File: config.mk
export PLATFORM = sky130hd
export DESIGN_NAME = rsa_ctrl
export DESIGN_NICKNAME = d
export VERILOG_FILES = /design/src/rtl/rsa_pkg.sv /design/src/rtl/rsa_ctrl.sv
export SDC_FILE = /design/constraint.sdc
export NUM_CORES = 1
export LEC_CHECK = 0
export ABC_CLOCK_PERIOD_IN_PS = 1800
export BUFFER_PORTS_ARGS = -buffer_cell sky130_fd_sc_hd__clkbuf_2
export CORE_AREA = 2 2 39 41
export CTS_CLUSTER_SIZE = 14
export DETAILED_ROUTE_END_ITERATION = 10
export DIE_AREA = 0 0 41 43
export RECOVER_POWER = 25
export SLEW_MARGIN = 20
export SYNTH_ARGS = -nofsm -noshare
export SYNTH_HDL_FRONTEND = slang
export SYNTH_SLANG_ARGS = --single-unit
File: constraint.sdc
create_clock -name clk -period 1.8 [get_ports clk]
set_input_delay 0.36 -clock clk [delete_from_list [all_inputs] [get_ports clk]]
set_output_delay 0.36 -clock clk [all_outputs]
set_load 0.03 [all_outputs]
File: src/rtl/rsa_pkg.sv
// shared types, constants and codes of the slot allocator
// no dependencies; used by every file but the defines header
`default_nettype none

package rsa_pkg;

    localparam int SLOTS      = 256;
    localparam int COUNT_BITS = 16;
    localparam int SLOT_W     = $clog2(SLOTS);
    localparam int NUM_W      = $clog2(SLOTS + 1);

    typedef logic [SLOT_W-1:0]     slot_t;
    typedef logic [NUM_W-1:0]      num_t;
    typedef logic [COUNT_BITS-1:0] count_t;

    localparam count_t COUNT_MAX = {COUNT_BITS{1'b1}};

    typedef enum logic [2:0] {
        CMD_ALLOC   = 3'd0,
        CMD_GET     = 3'd1,
        CMD_PUT     = 3'd2,
        CMD_FREE    = 3'd3,
        CMD_RETIRE  = 3'd4,
        CMD_LOOKUP  = 3'd5,
        CMD_LEAK    = 3'd6,
        CMD_CLEANUP = 3'd7
    } cmd_e;

    typedef enum logic [3:0] {
        STS_OK         = 4'd0,
        STS_UNINIT     = 4'd1,
        STS_FULL       = 4'd2,
        STS_BAD_HANDLE = 4'd3,
        STS_NOT_IN_USE = 4'd4,
        STS_UNDERFLOW  = 4'd5,
        STS_NOT_FOUND  = 4'd6,
        STS_FREED_REF  = 4'd7,
        STS_SATURATED  = 4'd8
    } status_e;

    typedef enum logic [1:0] {
        ST_IDLE,
        ST_DISPATCH,
        ST_SCAN,
        ST_EMIT
    } state_e;

    typedef struct packed {
        count_t      refs;
        logic [63:0] origin;
        logic [2:0]  kind;
    } entry_t;

    typedef struct packed {
        logic latch;
        logic single;
        logic scan_start;
        logic scan_step;
        logic scan_finish;
        logic emit;
    } ctrl_cmd_t;

    typedef struct packed {
        logic need_scan;
        logic hit;
        logic scan_done;
        logic out_free;
    } ctrl_sts_t;

endpackage

`default_nettype wire

File: src/rtl/rsa_ctrl.sv
// controller state machine of the slot allocator
// depends on rsa_pkg; drives rsa_datapath through ctrl_cmd_t
`default_nettype none

module rsa_ctrl (
    input  logic               clk,
    input  logic               rst_n,
    input  logic               req_valid,
    output logic               req_ready,
    input  rsa_pkg::ctrl_sts_t sts,
    output rsa_pkg::ctrl_cmd_t ctl
);
    import rsa_pkg::*;

    state_e state_reg;
    state_e state_next;

    always_ff @(posedge clk or negedge rst_n)
    begin
        if (!rst_n)
        begin
            state_reg <= ST_IDLE;
        end
        else
        begin
            state_reg <= state_next;
        end
    end

    always_comb
    begin
        state_next = state_reg;
        case (state_reg)
            ST_IDLE:
            begin
                if (req_valid)
                begin
                    state_next = ST_DISPATCH;
                end
            end
            ST_DISPATCH:
            begin
                state_next = sts.need_scan ? ST_SCAN : ST_EMIT;
            end
            ST_SCAN:
            begin
                if (sts.hit || sts.scan_done)
                begin
                    state_next = ST_EMIT;
                end
            end
            ST_EMIT:
            begin
                if (sts.out_free)
                begin
                    state_next = ST_IDLE;
                end
            end
            default:
            begin
                state_next = ST_IDLE;
            end
        endcase
    end

    always_comb
    begin
        req_ready = 1'b0;
        ctl       = '0;
        case (state_reg)
            ST_IDLE:
            begin
                req_ready = 1'b1;
                ctl.latch = req_valid;
            end
            ST_DISPATCH:
            begin
                ctl.single     = !sts.need_scan;
                ctl.scan_start = sts.need_scan;
            end
            ST_SCAN:
            begin
                ctl.scan_step   = 1'b1;
                ctl.scan_finish = sts.hit || sts.scan_done;
            end
            ST_EMIT:
            begin
                ctl.emit = sts.out_free;
            end
            default:
            begin
                req_ready = 1'b0;
            end
        endcase
    end

endmodule

`default_nettype wire

==> metrics.md, run 1 <==
| Metric | Value |
|---|---|
| Slew @ Worst Pin | 0.267 ns |
| Syn Inst Count | 21 |
| Post-Syn Nets | 32 |
| Die height | 43 um |
| Final count of pins violating max slew | 0 |
| Kind of path behind the tightest hold check | input port to asynchronous set/reset pin |
| Non-filler cells in the finished layout | 54 |
| Number of clock sinks | 2 |
| Number of buffers created by CTS | 3 |
| Number of DRC violations after detailed-routing iteration 0 | 0 |
| Via-per-instance ratio | 3.89 |
| Peak supply drop | 0.732 mV |
| Max capacitance violation total | 0 |
| Post-synth cell types | 12 |
| Critical Path Sink Type | output port |
| Total setup violations reported at the end of the flow | 0 |
| Fraction of layout instances using a drive strength above 1 | 47.4% |
| Crit-path leading delay family | flip-flops |
| I/O pin count | 14 |
| Outcome | finished clean |
| Wire length of the first global-routing pass | 828 um |
| Final worst path period share | 92.7% |
| Slowest stage delay, CP | 0.41 ns |
| Horizontal die dimension | 41 um |
| Overall overflow remaining after global route | 0 |
| Timing-limited maximum frequency | 599 MHz |
| Maximum fanout count along the critical path | 5 |
| Antenna violations before repair | 0 |
| Routed wire length | 469 um |
| Startpoint types | flop |
| Top cell type's share of synthesized area | 24.2% |
| Initial DRT Pass Iterations | 1 |
| Synthesized area per cell | 9.83 um2 |
| Antenna Violating Nets Remaining | 0 |
| Commonest non-fill, non-tap cells in the layout | 12 x sky130_fd_sc_hd__clkbuf_2, 3 x sky130_fd_sc_hd__inv_1, 3 x sky130_fd_sc_hd__and2_1, 3 x sky130_fd_sc_hd__ha_1, 3 x sky130_fd_sc_hd__clkbuf_4 |
| Die Outline Area | 1760 um2 |
| Core occupancy in the finished layout | 23.5% |
| Hold_ws | 0.459 ns |
| Capture instance of the worst register-to-register path | state_reg[1] |
| Power Dens Cells | 1850 nW/um2 |
| Final routed DRC violation total | 0 |
| Final period demand of the worst path | 1.67 ns |
| Setup TNS after final layout | 0 ns |
| Max stage delay cell, worst path | sky130_fd_sc_hd__dfrtp_1 |
| Detailed-placement wirelength estimate | 396 um |
| Register clock-pin slew on the reported worst setup and hold paths | 0.03 ns |
| Combined area of all synthesized cells | 206 um2 |
| Startpoint-to-endpoint class of the critical path | flop to output port |
| Port bufs | 13 |
| Reported leakage power | 0.179 nW |
| Number of global-route vias before repair | 219 |
| Top post-synthesis cells by area | sky130_fd_sc_hd__dfrtp_1 24%, sky130_fd_sc_hd__ha_1 24%, sky130_fd_sc_hd__and2_1 9.1% |
| Crit path DAT | 1.31 ns |
| Combined buffer and inverter count along the critical path | 2 |
| Clock tree root buffer cell | sky130_fd_sc_hd__clkbuf_4 |
| Number of nets in the final layout | 51 |
| Part of the Yosys area used for sequential elements | 24.2% |
| Initial cell density of the core | 14.9% |
| Largest register FFs | 2 |
| Relative area change from synthesis to final layout | 57.6% |
| Clock latency at the later pin of the worst-skew pair | 0.22 ns |
| Core Area | 1380 um2 |
| Row Count | 14 |
| Flop and latch count out of synthesis | 2 |
| Unrepaired setup endpoints after global routing | false |
| Crit-path cells | inv_1, ha_1, nor2b_1, clkbuf_2 |
| CTS tree | yes |
| Number of H-tree levels | 1 |
| YS warnings | 0 |
| Number of hold violations in the final report | 0 |
| Total routing usage reported by global routing | 7.82% |
| Gp weighted congestion | 0.655 |
| Worst clock skew | 0.000616 ns |
| Most common library cell in the layout ignoring fill and taps | sky130_fd_sc_hd__clkbuf_2 |
| Post-DR wirelength/cell | 8.69 um |
| Number of cells on the critical path | 4 |
| Startpoint of the most critical register-to-register path | state_reg[0] |
| Worst rel slew slack | 82.0% |
| Pin count of the biggest net entering global routing | 6 |
| Flop2flop setup slack | 0.23 ns |
| Leading area contributor after synthesis | sky130_fd_sc_hd__dfrtp_1 |
| Maximum clock insertion buffer count | 2 |
| Antenna diode count | 0 |
| Placed Cells | 50 |
| Required time of the critical path | 1.44 ns |
| Number of vias after detailed routing | 210 |
| Number of cells on the worst reg-to-reg path | 5 |
[how the worst max path moves through the flow]
stage,startpoint,to,slack [ns]
after floorplan,state_reg[0],state_reg[1],0.12
after global placement,state_reg[0],state_reg[1],0.23
after detailed placement,state_reg[0],state_reg[1],0.23
after CTS,state_reg[1],ctl[4],0.11
after global routing,state_reg[1],ctl[4],0.01
final,state_reg[1],ctl[4],0.13
[what timing repair did]
action,CTS,global route
hold buffers,1,0
buffers inserted,0,0
endpoints found under the hold margin,2,0
endpoints found under the setup margin,0,1
gates resized for setup,0,1
[final cells by class]
type                            count  area [um2]
Clock buffer                        3        22.5
Fill cell                         157        1060
Inverter                            3        11.3
Tap cell                           16        20.0
Multi-Input combinational cell     16         148
Sequential cell                     2        50.0
Timing Repair Buffer               14        73.8
[Yosys cell counts (all sizes together)]
library cell  instances
ha                    4
and2                  3
inv                   3
dfrtp                 2
nor2b                 2
a211o                 1
mux2                  1
nor2                  1
nor3b                 1
o21a                  1
o31ai                 1
o41ai                 1
[stage by stage]
stage | power (mW) | setup slack (ns) | instance area, um2
finish | 0.602 | 0.131 | 325
global placement | 0.500 | 0.232 | 292
detailed placement | 0.505 | 0.230 | 292
global route | 0.671 | 0.0135 | 325
floorplan | 0.410 | 0.125 | 206
CTS | 0.615 | 0.111 | 324
[routing by layer]
| metal | track usage (%) | up-vias | wire length (um) |
|---|---|---|---|
| li1 | - | 105 | - |
| met1 | 6.09 | 99 | 156 |
| met2 | 11.9 | 6 | 281 |
| met3 | 3.14 | 0 | 31 |
| met4 | 10.0 | 0 | 0 |
| met5 | 0 | - | 0 |
[report_power, final]
| part | total [mW] | internal, mW | switching [mW] |
|---|---|---|---|
| registers | 0.0995 | 0.0711 | 0.0284 |
| clock network | 0.0988 | 0.0735 | 0.0253 |
| logic | 0.404 | 0.168 | 0.236 |
[cell families after synthesis]
kind of cell | Yosys count | share of synthesized area [%]
AOI/OAI and AO/OA | 4 | 15.8
buffers and inverters | 3 | 5.45
adders and majority gates | 4 | 24.2
DFF | 2 | 24.2
and+or+nand+nor | 7 | 23.0
muxes | 1 | 7.27
No activity file was read; power rests on OpenSTA's default activity.
==> inputs of run 2 (changes only) <==
Settings changed: ABC_CLOCK_PERIOD_IN_PS 1800 to 1600, BUFFER_PORTS_ARGS -buffer_cell sky130_fd_sc_hd__clkbuf_2 to default, DONT_BUFFER_PORTS from default to 1.
Clock period 1.8 ns to 1.6 ns, I/O delays scaled along.
==> metrics.md, run 2 (synthesis gave the netlist of run 1 again) <==
| Metric | Value |
|---|---|
| Outcome | finished clean |
| Final period demand of the worst path | 1.59 ns |
| Critical Path Sink Type | flop |
| Row Count | 14 (unchanged) |
| Relative area change from synthesis to final layout | 62.4% |
| CTS tree | yes |
| Flop2flop setup slack | 0.01 ns (-0.22 ns) |
| Number of H-tree levels | 1 (unchanged) |
| Kind of path behind the tightest hold check | input port to asynchronous set/reset pin |
| Number of nets in the final layout | 45 (-12%) |
| Horizontal die dimension | 41 um (unchanged) |
| I/O pin count | 14 (unchanged) |
| Initial cell density of the core | 14.9% (unchanged) |
| Number of DRC violations after detailed-routing iteration 0 | 0 (unchanged) |
| Design Power | 773 uW (+28%) |
| Startpoint of the most critical register-to-register path | state_reg[0] |
| Clock latency at the later pin of the worst-skew pair | 0.22 ns (about the same) |
| Max capacitance violation total | 0 (unchanged) |
| Largest register FFs | 2 (unchanged) |
| Port bufs | 0 (-13) |
| Number of buffers created by CTS | 3 (unchanged) |
| Hold_ws | 0.327 ns (-0.132 ns) |
| Wire length of the first global-routing pass | 634 um (-23%) |
| Commonest non-fill, non-tap cells in the layout | 6 x sky130_fd_sc_hd__buf_4, 3 x sky130_fd_sc_hd__inv_1, 3 x sky130_fd_sc_hd__and2_1, 3 x sky130_fd_sc_hd__clkbuf_4 |
| Most common library cell in the layout ignoring fill and taps | sky130_fd_sc_hd__buf_4 |
| Antenna diode count | 0 (unchanged) |
| Fraction of layout instances using a drive strength above 1 | 50.0% (+2.6 points) |
| Number of vias after detailed routing | 184 (-12%) |
| Unrepaired setup endpoints after global routing | true |
| FF+latch area | 50.0 um2 (unchanged) |
| Initial DRT Pass Iterations | 1 (unchanged) |
| Antenna violations before repair | 0 (unchanged) |
| Peak supply drop | 0.798 mV (+9.0%) |
| Crit path launch | state_reg[0] |
| Power Dens Cells | 2300 nW/um2 (+25%) |
| Routed wire length | 426 um (-9.2%) |
| Crit path DAT | 1.69 ns (+0.38 ns) |
| Final worst path period share | 99.2% |
| Maximum clock insertion buffer count | 2 (unchanged) |
| Core Area | 1380 um2 (unchanged) |
| Via-per-instance ratio | 3.83 (-1.4%) |
| Startpoint-to-endpoint class of the critical path | flop to flop |
| Pin count of the biggest net entering global routing | 6 (unchanged) |
| Worst rel slew slack | 80.3% (-1.7 points) |
| Total routing usage reported by global routing | 6.22% (-1.6 points) |
| Required time of the critical path | 1.70 ns (+0.26 ns) |
| Overall overflow remaining after global route | 0 (unchanged) |
| FILL cells | 150 (-4.5%) |
| Reported leakage power | 0.167 nW (-6.5%) |
| Slew @ Worst Pin | 0.298 ns (+0.0308 ns) |
| Die height | 43 um (unchanged) |
| Die Outline Area | 1760 um2 (unchanged) |
| Register clock-pin slew on the reported worst setup and hold paths | 0.03 ns (about the same) |
| Maximum fanout count along the critical path | 4 (-1) |
| Post-DR wirelength/cell | 8.88 um (+2.2%) |
| Number of global-route vias before repair | 172 (-21%) |
| Combined area of the multi-input logic cells | 165 um2 (+12%) |
| Total setup violations reported at the end of the flow | 0 (unchanged) |
| Clock tree root buffer cell | sky130_fd_sc_hd__clkbuf_4 |
| Number of clock sinks | 2 (unchanged) |
| Worst clock skew | 0.000346 ns (-0.000270 ns) |
| Gp weighted congestion | 0.555 (-15%) |
| Final count of pins violating max slew | 0 (unchanged) |
| Antenna Violating Nets Remaining | 0 (unchanged) |
| Timing-limited maximum frequency | 630 MHz |
| Final routed DRC violation total | 0 (unchanged) |
| Number of hold violations in the final report | 0 (unchanged) |
| Startpoint types | flop |
==> run 2: cell count changes in the layout (fill, tap and decap cells not counted), sizes merged <==
cell,before,now
clkbuf,16,3
buf,0,7
==> run 2: worst max-delay path: stages, from the launching register on <==
cell and delay (ns):
sky130_fd_sc_hd__dfrtp_1 0.40, sky130_fd_sc_hd__buf_4 0.15, sky130_fd_sc_hd__ha_1 0.19, sky130_fd_sc_hd__nor2b_1 0.15, sky130_fd_sc_hd__a211o_1 0.26, sky130_fd_sc_hd__mux2_4 0.31
==> run 2: worst paths after layout <==
path,cells after the start,end
setup / recovery,5,state_reg[1]
hold / removal,1,state_reg[0]
setup reg to reg,5,state_reg[1]
hold reg to reg,2,state_reg[0]
max in group asynchronous,1,state_reg[1]
min in group clk,3,state_reg[0]
==> run 2: cell type report <==
cell class | instances | area share, %
clock buffers | 3 | 6.72
inverters | 3 | 3.36
multi-input cells | 16 | 49.3
flip-flops and latches | 2 | 14.9
well taps | 16 | 5.97
repair buffers | 8 | 19.8
==> run 2: per-layer routing <==
layer / track usage, % / share of wire [%]
met3: 4.71 / 8.0
met4: 8.00 / 0
met5: 0 / 0
met1: 6.75 / 42
met2: 6.25 / 50
==> run 2: repair_timing <==
action | 4_1_cts | 5_1_grt
resized for setup | 2 | 3
hold buffers | 1 | 0
endpoints found under the hold margin | 2 | 0
buffers inserted | 1 | 1
setup endpoints to repair | 3 | 4
==> run 2: report_power, final <==
part / internal, mW / switching [mW]
logic: 0.266 / 0.286
clock network: 0.0829 / 0.0298
registers: 0.0800 / 0.0285
total: 0.428 / 0.344
==> run 2: stage by stage <==
stage	instance area (um2)	utilization, %	setup WS, ns	cells	setup TNS [ns]
final	335	24.2	0.0135	48	0
after global routing	335	24.2	-0.0371	48	-0.0944
after CTS	314	22.7	0.00175	47	0
after detailed placement	267	19.3	-0.00938	42	-0.00938
after global placement	267	19.3	0.0579	42	0
after floorplan	209	-	0.0239	21	0
